==> src/design/assert_macros.svh <==
// Assertion macros for the RTMP chunk header parser RTL (used by rcp_parse).
// Each expects signals named clk and arst_n in the module that uses it.
`ifndef ASSERT_MACROS_SVH
`define ASSERT_MACROS_SVH

// Same-cycle implication, off while reset is asserted.
`define RCP_ASSERT_IMP(label, ante, cons, msg) \
	label: assert property (@(posedge clk) disable iff (!arst_n) (ante) |-> (cons)) \
		else $error(msg);

// Next-cycle implication, off while reset is asserted.
`define RCP_ASSERT_NXT(label, ante, cons, msg) \
	label: assert property (@(posedge clk) disable iff (!arst_n) (ante) |=> (cons)) \
		else $error(msg);

`endif

==> src/design/rcp_pkg.sv <==
// Shared types and constants for the RTMP chunk header parser.
// No dependencies; used by the parser modules.
package rcp_pkg;

	// chunk header formats (bits 7..6 of the first byte)
	localparam logic [1:0] FMT_FULL      = 2'd0;
	localparam logic [1:0] FMT_NO_STREAM = 2'd1;
	localparam logic [1:0] FMT_TIME_ONLY = 2'd2;
	localparam logic [1:0] FMT_NONE      = 2'd3;

	localparam logic [5:0]  ID_MASK      = 6'h3F;
	localparam logic [16:0] ID_BASE      = 17'd64;
	localparam logic [31:0] TIME_ESCAPE  = 32'h00FF_FFFF;
	localparam logic [4:0]  MAX_HDR_LEN  = 5'd18;

	typedef struct packed {
		logic [1:0]  chunk_format;
		logic [16:0] chunk_stream;
		logic [31:0] time_stamp;
		logic [23:0] body_length;
		logic [7:0]  content_kind;
		logic [31:0] message_stream;
		logic        has_extended;
		logic [4:0]  header_length;
	} rcp_hdr_t;

	// parser to output register: header completes on the current word
	typedef struct packed {
		logic     fire;
		rcp_hdr_t hdr;
	} rcp_done_t;

endpackage

==> src/design/rcp_byte_if.sv <==
// Header byte channel: valid/ready handshake with one byte of payload.
// Standalone; no package needed.
interface rcp_byte_if;
	logic       valid;
	logic       ready;
	logic [7:0] header_byte;

	modport source (output valid, output header_byte, input ready);
	modport sink   (input valid, input header_byte, output ready);
endinterface

==> src/design/rcp_hdr_if.sv <==
// Decoded header channel: valid/ready handshake with the header fields.
// Standalone; no package needed.
interface rcp_hdr_if;
	logic        valid;
	logic        ready;
	logic [1:0]  chunk_format;
	logic [16:0] chunk_stream;
	logic [31:0] time_stamp;
	logic [23:0] body_length;
	logic [7:0]  content_kind;
	logic [31:0] message_stream;
	logic        has_extended;
	logic [4:0]  header_length;

	modport source (output valid, output chunk_format, output chunk_stream,
		output time_stamp, output body_length, output content_kind,
		output message_stream, output has_extended, output header_length,
		input ready);
	modport sink (input valid, input chunk_format, input chunk_stream,
		input time_stamp, input body_length, input content_kind,
		input message_stream, input has_extended, input header_length,
		output ready);
endinterface

==> src/design/rcp_parse.sv <==
// Parse state machine and held header fields; decodes one word per step.
// Depends on rcp_pkg and assert_macros.svh.
`include "assert_macros.svh"

module rcp_parse
	import rcp_pkg::*;
(
	input  logic       clk,
	input  logic       arst_n,
	input  logic       step,
	input  logic [7:0] hdr_byte,
	output rcp_done_t  done
);

	typedef enum logic [6:0] {
		PH_FIRST = 7'b0000001,
		PH_ID    = 7'b0000010,
		PH_TIME  = 7'b0000100,
		PH_SIZE  = 7'b0001000,
		PH_KIND  = 7'b0010000,
		PH_MSID  = 7'b0100000,
		PH_EXT   = 7'b1000000
	} rcp_phase_t;

	// where the search for the next needed field starts
	localparam logic [1:0] START_TIME = 2'd0;
	localparam logic [1:0] START_SIZE = 2'd1;
	localparam logic [1:0] START_MSID = 2'd2;
	localparam logic [1:0] START_EXT  = 2'd3;

	typedef struct packed {
		logic       fin;
		rcp_phase_t phase;
	} rcp_goto_t;

	function automatic rcp_goto_t goto_from(input logic [1:0] start,
		input logic [1:0] fmt, input logic [31:0] tm);
		rcp_goto_t g;
		g.fin   = 1'b0;
		g.phase = PH_FIRST;
		priority if (start == START_TIME && fmt != FMT_NONE) begin
			g.phase = PH_TIME;
		end else if (start <= START_SIZE && fmt <= FMT_NO_STREAM) begin
			g.phase = PH_SIZE;
		end else if (start <= START_MSID && fmt == FMT_FULL) begin
			g.phase = PH_MSID;
		end else if (tm == TIME_ESCAPE) begin
			g.phase = PH_EXT;
		end else begin
			g.fin = 1'b1;
		end
		return g;
	endfunction

	rcp_phase_t  phase_q, n_phase;
	logic [1:0]  idx_q, n_idx;
	logic [4:0]  total_q, n_total, total_inc;
	logic [1:0]  fmt_q, n_fmt;
	logic [16:0] sid_q, n_sid;
	logic [31:0] time_q, n_time;
	logic [23:0] size_q, n_size;
	logic [7:0]  kind_q, n_kind;
	logic [31:0] ms_q, n_ms;
	logic        go;
	logic        ext_fin;
	logic [1:0]  start;
	rcp_goto_t   g;

	always_comb begin
		total_inc = total_q + 5'd1;
		n_phase   = phase_q;
		n_idx     = idx_q;
		n_total   = total_inc;
		n_fmt     = fmt_q;
		n_sid     = sid_q;
		n_time    = time_q;
		n_size    = size_q;
		n_kind    = kind_q;
		n_ms      = ms_q;
		go        = 1'b0;
		ext_fin   = 1'b0;
		start     = START_TIME;

		unique case (phase_q)
			PH_FIRST: begin
				n_fmt = hdr_byte[7:6];
				n_sid = {11'd0, hdr_byte[5:0] & ID_MASK};
				if (hdr_byte[5:1] == 5'd0) begin
					// id 0 or 1: extra id bytes follow, index marks how many
					n_idx   = {1'b0, hdr_byte[0]};
					n_phase = PH_ID;
				end else begin
					go = 1'b1;
				end
			end
			PH_ID: begin
				if (total_inc == 5'd2) begin
					n_sid = {9'd0, hdr_byte} + ID_BASE;
					go    = (idx_q != 2'd1);
				end else begin
					n_sid = sid_q + {1'b0, hdr_byte, 8'd0};
					go    = 1'b1;
				end
			end
			PH_TIME: begin
				n_time = {8'd0, (idx_q == 2'd0) ? 16'd0 : time_q[15:0], hdr_byte};
				start  = START_SIZE;
				if (idx_q < 2'd2) begin
					n_idx = idx_q + 2'd1;
				end else begin
					go = 1'b1;
				end
			end
			PH_SIZE: begin
				n_size = {(idx_q == 2'd0) ? 16'd0 : size_q[15:0], hdr_byte};
				if (idx_q < 2'd2) begin
					n_idx = idx_q + 2'd1;
				end else begin
					n_idx   = 2'd0;
					n_phase = PH_KIND;
				end
			end
			PH_KIND: begin
				n_kind = hdr_byte;
				start  = START_MSID;
				go     = 1'b1;
			end
			PH_MSID: begin
				// little endian: byte index picks the lane
				n_ms  = (idx_q == 2'd0) ? {24'd0, hdr_byte}
					: (ms_q | ({24'd0, hdr_byte} << {idx_q, 3'b000}));
				start = START_EXT;
				if (idx_q < 2'd3) begin
					n_idx = idx_q + 2'd1;
				end else begin
					go = 1'b1;
				end
			end
			PH_EXT: begin
				n_time = {(idx_q == 2'd0) ? 24'd0 : time_q[23:0], hdr_byte};
				if (idx_q < 2'd3) begin
					n_idx = idx_q + 2'd1;
				end else begin
					ext_fin = 1'b1;
				end
			end
			default: begin
				// bad phase code: restart
				n_phase = PH_FIRST;
				n_total = 5'd0;
				n_idx   = 2'd0;
			end
		endcase

		g = goto_from(start, n_fmt, n_time);
		done.fire = ext_fin | (go & g.fin);
		if (done.fire) begin
			n_phase = PH_FIRST;
			n_total = 5'd0;
			n_idx   = 2'd0;
		end else if (go) begin
			n_phase = g.phase;
			n_idx   = 2'd0;
		end

		done.hdr.chunk_format   = n_fmt;
		done.hdr.chunk_stream   = n_sid;
		done.hdr.time_stamp     = n_time;
		done.hdr.body_length    = n_size;
		done.hdr.content_kind   = n_kind;
		done.hdr.message_stream = n_ms;
		done.hdr.has_extended   = ext_fin;
		done.hdr.header_length  = total_inc;
	end

	always_ff @(posedge clk or negedge arst_n) begin
		if (!arst_n) begin
			phase_q <= PH_FIRST;
			idx_q   <= 2'd0;
			total_q <= 5'd0;
			fmt_q   <= 2'd0;
			sid_q   <= 17'd0;
			time_q  <= 32'd0;
			size_q  <= 24'd0;
			kind_q  <= 8'd0;
			ms_q    <= 32'd0;
		end else if (step) begin
			phase_q <= n_phase;
			idx_q   <= n_idx;
			total_q <= n_total;
			fmt_q   <= n_fmt;
			sid_q   <= n_sid;
			time_q  <= n_time;
			size_q  <= n_size;
			kind_q  <= n_kind;
			ms_q    <= n_ms;
		end
	end

	`RCP_ASSERT_IMP(a_len_range, done.fire, done.hdr.header_length >= 5'd1 && done.hdr.header_length <= MAX_HDR_LEN, "header length out of range")
	`RCP_ASSERT_IMP(a_full_len, done.fire && done.hdr.chunk_format == FMT_FULL, done.hdr.header_length >= 5'd12, "full header too short")
	`RCP_ASSERT_NXT(a_first_count, step && phase_q == PH_FIRST, total_q == 5'd1 || total_q == 5'd0, "byte count wrong after first byte")

endmodule

==> src/design/rcp_out_reg.sv <==
// Result register for decoded headers; drives the output channel.
// Depends on rcp_pkg and rcp_hdr_if.
module rcp_out_reg
	import rcp_pkg::*;
(
	input  logic     clk,
	input  logic     arst_n,
	input  logic     load,
	input  rcp_hdr_t data_in,
	output logic     free,
	rcp_hdr_if.source hdr
);

	logic     valid_q;
	rcp_hdr_t data_q;

	assign free = !valid_q || hdr.ready;

	always_ff @(posedge clk or negedge arst_n) begin
		if (!arst_n) begin
			valid_q <= 1'b0;
		end else if (load) begin
			valid_q <= 1'b1;
		end else if (hdr.ready) begin
			valid_q <= 1'b0;
		end
	end

	always_ff @(posedge clk) begin
		if (load) begin
			data_q <= data_in;
		end
	end

	assign hdr.valid          = valid_q;
	assign hdr.chunk_format   = data_q.chunk_format;
	assign hdr.chunk_stream   = data_q.chunk_stream;
	assign hdr.time_stamp     = data_q.time_stamp;
	assign hdr.body_length    = data_q.body_length;
	assign hdr.content_kind   = data_q.content_kind;
	assign hdr.message_stream = data_q.message_stream;
	assign hdr.has_extended   = data_q.has_extended;
	assign hdr.header_length  = data_q.header_length;

endmodule

==> src/design/rtmp_chunk_header_parser.sv <==
// RTMP chunk header parser, top level. An accepted header word (the last
// byte of a header) reaches hdr_info via the input and result registers.
// Throughput: one word per cycle; set by the single parse step between
// the input register and the result register, stalled only by hdr_info.
// Reset (arst_n low, async): parser waits for a first byte, fields are 0.
// Depends on rcp_pkg, rcp_byte_if, rcp_hdr_if, rcp_parse, rcp_out_reg.
module rtmp_chunk_header_parser
	import rcp_pkg::*;
(
	input  logic     clk,
	input  logic     arst_n,
	rcp_byte_if.sink   hdr_bytes,
	rcp_hdr_if.source  hdr_info
);

	// input stage: one header word waiting for the parser
	logic       valid_s1;
	logic [7:0] byte_s1;

	rcp_done_t done;
	logic      out_free;
	logic      advance;

	// The word in s1 moves on unless it completes a header while the
	// result register is still full and not being drained.
	assign advance         = valid_s1 && (!done.fire || out_free);
	assign hdr_bytes.ready = !valid_s1 || advance;

	always_ff @(posedge clk or negedge arst_n) begin
		if (!arst_n) begin
			valid_s1 <= 1'b0;
		end else if (hdr_bytes.valid && hdr_bytes.ready) begin
			valid_s1 <= 1'b1;
		end else if (advance) begin
			valid_s1 <= 1'b0;
		end
	end

	always_ff @(posedge clk) begin
		if (hdr_bytes.valid && hdr_bytes.ready) begin
			byte_s1 <= hdr_bytes.header_byte;
		end
	end

	// field decode and held header state
	rcp_parse u_parse (
		.clk      (clk),
		.arst_n   (arst_n),
		.step     (advance),
		.hdr_byte (byte_s1),
		.done     (done)
	);

	// result register, loaded when a header completes
	rcp_out_reg u_out (
		.clk     (clk),
		.arst_n  (arst_n),
		.load    (advance && done.fire),
		.data_in (done.hdr),
		.free    (out_free),
		.hdr     (hdr_info)
	);

endmodule
==> src/flat_wrapper.sv <==
// flat-port wrapper written by rule: the top's interface ports become plain ports
module rtmp_chunk_header_parser_flat import rcp_pkg::*;
  (clk, arst_n, hdr_bytes_valid, hdr_bytes_header_byte, hdr_bytes_ready, hdr_info_valid, hdr_info_chunk_format, hdr_info_chunk_stream, hdr_info_time_stamp, hdr_info_body_length, hdr_info_content_kind, hdr_info_message_stream, hdr_info_has_extended, hdr_info_header_length, hdr_info_ready);
  rcp_byte_if hdr_bytes_i ();
  rcp_hdr_if hdr_info_i ();
  input  logic clk;
  input  logic arst_n;
  input wire logic [$bits(hdr_bytes_i.valid)-1:0] hdr_bytes_valid;
  input wire logic [$bits(hdr_bytes_i.header_byte)-1:0] hdr_bytes_header_byte;
  output wire logic [$bits(hdr_bytes_i.ready)-1:0] hdr_bytes_ready;
  output wire logic [$bits(hdr_info_i.valid)-1:0] hdr_info_valid;
  output wire logic [$bits(hdr_info_i.chunk_format)-1:0] hdr_info_chunk_format;
  output wire logic [$bits(hdr_info_i.chunk_stream)-1:0] hdr_info_chunk_stream;
  output wire logic [$bits(hdr_info_i.time_stamp)-1:0] hdr_info_time_stamp;
  output wire logic [$bits(hdr_info_i.body_length)-1:0] hdr_info_body_length;
  output wire logic [$bits(hdr_info_i.content_kind)-1:0] hdr_info_content_kind;
  output wire logic [$bits(hdr_info_i.message_stream)-1:0] hdr_info_message_stream;
  output wire logic [$bits(hdr_info_i.has_extended)-1:0] hdr_info_has_extended;
  output wire logic [$bits(hdr_info_i.header_length)-1:0] hdr_info_header_length;
  input wire logic [$bits(hdr_info_i.ready)-1:0] hdr_info_ready;
  assign hdr_bytes_i.valid = hdr_bytes_valid;
  assign hdr_bytes_i.header_byte = hdr_bytes_header_byte;
  assign hdr_bytes_ready = hdr_bytes_i.ready;
  assign hdr_info_valid = hdr_info_i.valid;
  assign hdr_info_chunk_format = hdr_info_i.chunk_format;
  assign hdr_info_chunk_stream = hdr_info_i.chunk_stream;
  assign hdr_info_time_stamp = hdr_info_i.time_stamp;
  assign hdr_info_body_length = hdr_info_i.body_length;
  assign hdr_info_content_kind = hdr_info_i.content_kind;
  assign hdr_info_message_stream = hdr_info_i.message_stream;
  assign hdr_info_has_extended = hdr_info_i.has_extended;
  assign hdr_info_header_length = hdr_info_i.header_length;
  assign hdr_info_i.ready = hdr_info_ready;
  rtmp_chunk_header_parser u_core (.clk(clk), .arst_n(arst_n), .hdr_bytes(hdr_bytes_i), .hdr_info(hdr_info_i));
endmodule
==> config.mk <==
export PLATFORM = sky130hd
export DESIGN_NAME = rtmp_chunk_header_parser_flat
export DESIGN_NICKNAME = d
export VERILOG_FILES = /design/src/design/rcp_pkg.sv /design/src/design/rcp_byte_if.sv /design/src/design/rcp_hdr_if.sv /design/src/design/rcp_parse.sv /design/src/design/rcp_out_reg.sv /design/src/design/rtmp_chunk_header_parser.sv /design/src/flat_wrapper.sv
export VERILOG_INCLUDE_DIRS = /design/src /design/src/design
export SDC_FILE = /design/constraint.sdc
export NUM_CORES = 1
export LEC_CHECK = 0
export BUFFER_PORTS_ARGS = -buffer_cell sky130_fd_sc_hd__buf_4
export CORE_MARGIN = 2
export CORE_UTILIZATION = 42
export CTS_BUF_LIST = sky130_fd_sc_hd__clkbuf_4
export CTS_CLUSTER_DIAMETER = 80
export DETAILED_ROUTE_END_ITERATION = 10
export MAX_ROUTING_LAYER = met4
export PLACE_DENSITY = 0.61
export SYNTH_ARGS = -nofsm -noshare
export SYNTH_HDL_FRONTEND = slang
export SYNTH_HIERARCHICAL = 1
export SYNTH_SLANG_ARGS = --single-unit
==> constraint.sdc <==
create_clock -name clk -period 5.22 [get_ports clk]
set_clock_uncertainty 0.15 [all_clocks]
set_input_delay 1.305 -clock clk [delete_from_list [all_inputs] [get_ports clk]]
set_output_delay 1.305 -clock clk [all_outputs]
set_load 0.005 [all_outputs]
# == After elaboration in Yosys (flattened, before gate mapping) ==
# Index checks and enable logic that the tools add are counted.
# totals
wordCells,118
output_inout_bits,123
ff_bits,260
in_bits,12
# op_classes
n_reduce_logical,24
n_eq_ne,17
n_lt_le_gt_ge,5
n_bitwise,3
mux,44
n_shift,1
add_sub_neg,4
# op_table
operator,n
$mux W32,2
$pmux W32 S2,1
$mux W7,8
$mux W24,2
$pmux W17 S2,1
$eq A32 B24 Y1 const B,1
$mux W16,2
$or A32 B32 Y32,1
$shl A8 B5 Y32,1
$pmux W7 S3,1
$add A17 B16 Y17,1
$mux W17,1
$mux W2,7
$mux W1,13
$ne A4 B3 Y1 const B,3
$mux W5,2
$pmux W2 S5,1
$add A8 B7 Y9 const B,1
$mux W8,1
$eq A7 B1 Y1 const B,1
$eq A7 B2 Y1 const B,1
$eq A7 B3 Y1 const B,1
$eq A7 B4 Y1 const B,1
$eq A7 B5 Y1 const B,1
27 further kinds,43

# == Longest topological paths before layout ==
# logic_depth
word_depth,16
depth_mapped,14
depth_no_buf,13

# == Modules after synthesis ==
# The synthesis kept the hierarchy.
# modules_own_cells
module,instances,area_per_inst_um2,cells_per_inst
rcp_parse,1,7478.4,808
rcp_out_reg,1,3681.0,124
rtmp_chunk_header_parser,1,319.1,15

# == Worst setup path after synthesis ==
# OpenSTA, ideal clock, no wires.
# synth_timing
kind,register to register
from,register u_core.u_parse.phase_q[3]
to,register u_core.u_out.data_q (netlist bit u_core/u_out/hdr.body_length[0]) (enable)
setup_ns,0.427
stages_incl_launch_ff,9
arrival_ns,3.676
setup_slack_ns,0.968
period_less_slack_ns,4.252
path_cell_list,dfrtp_1 > buf_6 > or4_4 > or3_4 > a31o_4 > nand3_4 > o31ai_2 > nor2_2 > and3_2
# synth_lines
item,line_no,text
"start, declared",rcp_parse.sv:55,"rcp_phase_t phase_q, n_phase;"
"start signal, assigned",rcp_parse.sv:188,phase_q <= n_phase;
"end signal, assigned",rcp_out_reg.sv:31,data_q <= data_in;
"end, declared",rcp_out_reg.sv:15,rcp_hdr_t data_q;

==> flow_summary.html <==
<table>
<tr><th>Metric</th><th>Value</th></tr>
<tr><th colspan="2">Critical path</th></tr>
<tr><td>Critical Path Source Type</td><td>flop</td></tr>
<tr><td>Origin of the worst setup path</td><td>u_core/u_parse/phase_q[6]</td></tr>
<tr><td>Cell family with the largest share of critical-path delay</td><td>simple AND/OR/NAND/NOR gates</td></tr>
<tr><td>Cell with the biggest individual delay on the critical path</td><td>or4_1</td></tr>
<tr><td>Startpoint-to-endpoint class of the critical path</td><td>flop to primary output</td></tr>
<tr><td>Crit path max fanout</td><td>16</td></tr>
<tr><td>Capturing element of the worst setup path</td><td>hdr_bytes_ready</td></tr>
<tr><td>Critical path required time</td><td>~3.8 ns</td></tr>
<tr><td>CP endpoint kind</td><td>primary output</td></tr>
<tr><td>Crit path buffers/inverters</td><td>1</td></tr>
<tr><td>Critical path, cell by cell</td><td>or3_1 &gt; or4_1 &gt; a22oi_1 &gt; o31ai_2 &gt; nor2_2 &gt; nand3b_4 &gt; buf_4</td></tr>
<tr><td>WP data arrival</td><td>~3.5 ns</td></tr>
<tr><td>Slowest cell delay on critical path</td><td>roughly 0.74 ns</td></tr>
<tr><td>Register-to-register setup slack</td><td>1.00 ns</td></tr>
<tr><td>Worst Reg-to-Reg Cells</td><td>12</td></tr>
<tr><td>Number of logic stages on the critical path including buffering</td><td>7</td></tr>
<tr><td>Worst reg2reg endpoint</td><td>u_core/u_parse/sid_q[16]</td></tr>
<tr><td>R2r startpoint</td><td>u_core/u_parse/idx_q[1]</td></tr>
<tr><th colspan="2">STA</th></tr>
<tr><td>Final Max Slew Viols</td><td>0</td></tr>
<tr><td>Post-layout minimum cycle time</td><td>4.97 ns</td></tr>
<tr><td>Final Hold Vio Count</td><td>0</td></tr>
<tr><td>Unrepaired setup endpoints after global routing</td><td>no</td></tr>
<tr><td>Least setup slack across all paths after layout</td><td>0.249 ns</td></tr>
<tr><td>Relative max-transition margin</td><td>between 30% and 40%</td></tr>
<tr><td>Share of the clock period used by the worst path after layout</td><td>between 90 and 100%</td></tr>
<tr><td>Setup Viol. Count Final</td><td>0</td></tr>
<tr><td>Sum of negative setup slack</td><td>0 ns</td></tr>
<tr><td>Worst Max-Slew Pin Slew</td><td>about 1 ns</td></tr>
<tr><td>Maximum achievable frequency</td><td>between 0.2 and 0.25 GHz</td></tr>
<tr><th colspan="2">Power</th></tr>
<tr><td>Pwr Density</td><td>479 nW/um2</td></tr>
<tr><td>Worst ir drop on vdd</td><td>0.205 mV</td></tr>
<tr><td>Net Sw Power</td><td>about 2.1 mW</td></tr>
<tr><td>Internal Power</td><td>about 4.5 mW</td></tr>
<tr><td>Leakage power figure</td><td>roughly 6 nW</td></tr>
<tr><td>Reg power frac</td><td>44.5%</td></tr>
<tr><td>Combinational cell fraction of total power</td><td>between 20% and 30%</td></tr>
<tr><td>Switching share of total power</td><td>between 30% and 40%</td></tr>
<tr><td>Part of the total power dissipated in the clock network</td><td>about 30%</td></tr>
<tr><th colspan="2">Synth</th></tr>
<tr><td>Number of enable-type register cells in the synthesized netlist</td><td>129</td></tr>
<tr><td>Register bit total from synthesis</td><td>260</td></tr>
<tr><td>Number of distinct library cells after synthesis</td><td>between 70 and 80</td></tr>
<tr><td>Yosys warning count</td><td>6</td></tr>
<tr><td>Gate count of the mapped netlist</td><td>around 950</td></tr>
<tr><td>Most common flop cell mapped by yosys</td><td>dfrtp_1</td></tr>
<tr><td>Number of nets produced by synthesis</td><td>974</td></tr>
<tr><td>Mean post-synth cell area</td><td>approximately 12 um2</td></tr>
<tr><td>Post-synthesis cell area</td><td>roughly 11,000 um2</td></tr>
<tr><td>Async set-reset flop share out of synthesis</td><td>approximately half</td></tr>
<tr><td>Sequential fraction of the synthesis area</td><td>a little over 60%</td></tr>
<tr><th colspan="2">Flow run</th></tr>
<tr><td>Number of maximum-capacitance violations</td><td>0</td></tr>
<tr><th colspan="2">Placed design</th></tr>
<tr><td>Placement-stage worst setup slack</td><td>about 0.84 ns</td></tr>
<tr><td>RePlAce Congestion</td><td>around 0.88</td></tr>
<tr><td>Half-perimeter wire length after placement</td><td>16,900 um</td></tr>
<tr><td>Port Buffer Count</td><td>approximately 130</td></tr>
<tr><th colspan="2">Clock tree</th></tr>
<tr><td>Number of H-tree levels</td><td>3</td></tr>
<tr><td>Clock transition at the registers of the reported paths</td><td>about 0.060 ns</td></tr>
<tr><td>Hold_buf cts</td><td>0</td></tr>
<tr><td>Clock Path Buffers</td><td>3</td></tr>
<tr><td>CTS root buf</td><td>clkbuf_4</td></tr>
<tr><td>TritonCTS clock tree</td><td>yes</td></tr>
<tr><td>Sinks on Clock Net</td><td>260</td></tr>
<tr><td>Clock network latency to the later pin of the worst-skew pair</td><td>roughly 0.66 ns</td></tr>
<tr><td>TritonCTS buffer count</td><td>between 70 and 80</td></tr>
<tr><th colspan="2">Layout</th></tr>
<tr><td>Total Nets Final</td><td>1,144</td></tr>
<tr><td>Util after Layout</td><td>approximately half</td></tr>
<tr><td>Layout filler cell count</td><td>2,403</td></tr>
<tr><td>Layout overhead on the synthesized area</td><td>20.9%</td></tr>
<tr><td>Most frequent standard cell in the layout excluding fill and tap cells</td><td>buf_4</td></tr>
<tr><td>Leading cell types in the layout, fill and taps excluded</td><td>buf_4 (145), dfrtp_1 (130), edfxtp_1 (129)</td></tr>
<tr><td>Ratio of cells with drive above 1 in the final layout</td><td>32.7%</td></tr>
<tr><th colspan="2">Die</th></tr>
<tr><td>Starting utilization of the core area</td><td>about 43%</td></tr>
<tr><td>Die Area</td><td>28,700 um2</td></tr>
<tr><td>Die H</td><td>169 um</td></tr>
<tr><td>Area of the core</td><td>26,900 um2</td></tr>
<tr><td>Standard-cell rows</td><td>60</td></tr>
<tr><td>Die Wd</td><td>roughly 170 um</td></tr>
<tr><td>Total I/O pin count</td><td>between 100 and 150</td></tr>
<tr><th colspan="2">GRT</th></tr>
<tr><td>Antenna violations before repair</td><td>1</td></tr>
<tr><td>Overall Global Routing Usage</td><td>just under 20%</td></tr>
<tr><td>Number of global-route vias before repair</td><td>approximately 7,800</td></tr>
<tr><td>Largest net degree at the start of global routing</td><td>128</td></tr>
<tr><td>Sum of overflow across all layers after global routing</td><td>0</td></tr>
<tr><td>First-pass GRT wire length</td><td>42,900 um</td></tr>
<tr><th colspan="2">Detailed routing</th></tr>
<tr><td>Number of design rule violations left after detail routing</td><td>0</td></tr>
<tr><td>Detailed-router iteration count before antenna repair</td><td>4</td></tr>
<tr><td>Via Count</td><td>approximately 8,000</td></tr>
<tr><td>Overall routed net length</td><td>~27,000 um</td></tr>
<tr><td>Post-DR wirelength/cell</td><td>~18 um</td></tr>
<tr><td>Number of DRC markers in iteration 0</td><td>467</td></tr>
<tr><td>Via count normalized by instance count</td><td>slightly above 5</td></tr>
<tr><td>Number of nets with antenna violations after routing</td><td>0</td></tr>
<tr><th colspan="2">Status</th></tr>
<tr><td>Result of the run</td><td>finished, final reports clean</td></tr>
<tr><th colspan="2">Worst hold path</th></tr>
<tr><td>Path type of the worst min-delay path</td><td>flop to flop</td></tr>
<tr><td>Worst Hold Launch</td><td>u_core/u_parse/sid_q[3]</td></tr>
</table>
## how the worst min path moves through the flow
stage               cells after the start                       to  slack [ns]
floorplan                               1  u_core/u_parse/sid_q[1]        0.32
global placement                        1  u_core/u_parse/sid_q[4]        0.33
detailed placement                      1  u_core/u_parse/sid_q[5]        0.34
CTS                                     1  u_core/u_parse/sid_q[5]        0.35
global route                            1  u_core/u_parse/ms_q[28]        0.37
finish                                  1  u_core/u_parse/sid_q[3]        0.35
## power by group through the flow
stage / clock [mW] / combinational, mW / sequential [mW]
6_report: 1.97 / 1.72 / 2.96
5_1_grt: 2.16 / 1.91 / 3.01
4_1_cts: 2.05 / 1.73 / 2.96
3_5_place_dp: 0 / 1.72 / 2.99
3_3_place_gp: 0 / 1.71 / 2.99
2_1_floorplan: 0 / 1.10 / 2.92
## state kept, by name, indices dropped and copies added (netlist names), 5 cells and up
register	cells
u_core/u_parse/sid_q	17
u_core/u_parse/kind_q	8
u_core/u_out/hdr.body_length	24
u_core/u_parse/size_q	24
u_core/u_out/hdr.header_length	5
u_core/u_out/hdr.content_kind	8
u_core/u_parse/ms_q	32
u_core/u_out/hdr.time_stamp	32
u_core/u_parse/time_q	32
u_core/u_out/hdr.message_stream	32
u_core/u_parse/phase_q	7
u_core/u_parse/total_q	5
u_core/u_out/hdr.chunk_stream	17
u_core/byte_s1	8
## per-layer routing
metal  track usage (%)  routed length [um]  up-vias
li1                  -                   -     3760
met1              26.0               12200     3831
met2              30.5               13000      217
met3              4.71                1490       40
met4              6.58                 448        0
met5                 -                   0        -
## cell families after synthesis
group	synth area share, %
adders and majority gates	1.70
AOI/OAI and AO/OA	8.28
DFF	62.3
xor gates and xnor gates	0.839
buffers and inverters	2.74
and+or+nand+nor	14.5
muxes	9.59
## Yosys cell counts (all sizes together) (4+ instances only)
cell     instances  area (um2)
nor4             7        80.1
nor3            11        65.1
a22o            15         131
and2             7        46.3
ha              14         175
mux2            96        1080
inv             20        75.1
o211ai           4        30.0
xor2             4        35.0
nand2b          39         254
nand4            7        43.8
xnor2            7        61.3
buf             11        77.6
o21ai           49         249
nor2           107         404
o31ai            5        47.5
nand2          127         477
edfxtp         129        3870
nand3           14        82.6
clkbuf          41         154
dfrtp          130        3250
or3              6        42.5
or4              4        37.5
nor2b            4        25.0
a21oi           35         175
a2111oi          4        53.8
and3             5        32.5
## what timing repair did
| item | in CTS | in global routing |
|---|---|---|
| endpoints found under the setup margin | 0 | 1 |
| gates resized for setup | 0 | 1 |
| setup buffers | 0 | 0 |
## stage by stage
step / total power [mW] / cells / hold WS [ns] / cell area, um2
final: 6.65 / 1518 / 0.349 / 13900
after global routing: 7.08 / 1518 / 0.372 / 13900
after CTS: 6.74 / 1517 / 0.353 / 13900
after detailed placement: 4.71 / 1385 / 0.339 / 12900
after global placement: 4.69 / 1385 / 0.333 / 12900
after floorplan: 4.02 / 947 / 0.323 / 11500
## final cells by class
class,instances,area [um2],share of cell area [%]
Tap cell,341,427,3.08
Multi-Input combinational cell,613,4040,29.1
Timing Repair Buffer,149,1160,8.36
Inverter,22,82.6,0.595
Antenna cell,1,2.50,0.0180
Clock buffer,111,833,6.01
Sequential cell,260,7150,51.6
Clock inverter,21,176,1.27
(Power assumes the default switching activity.)
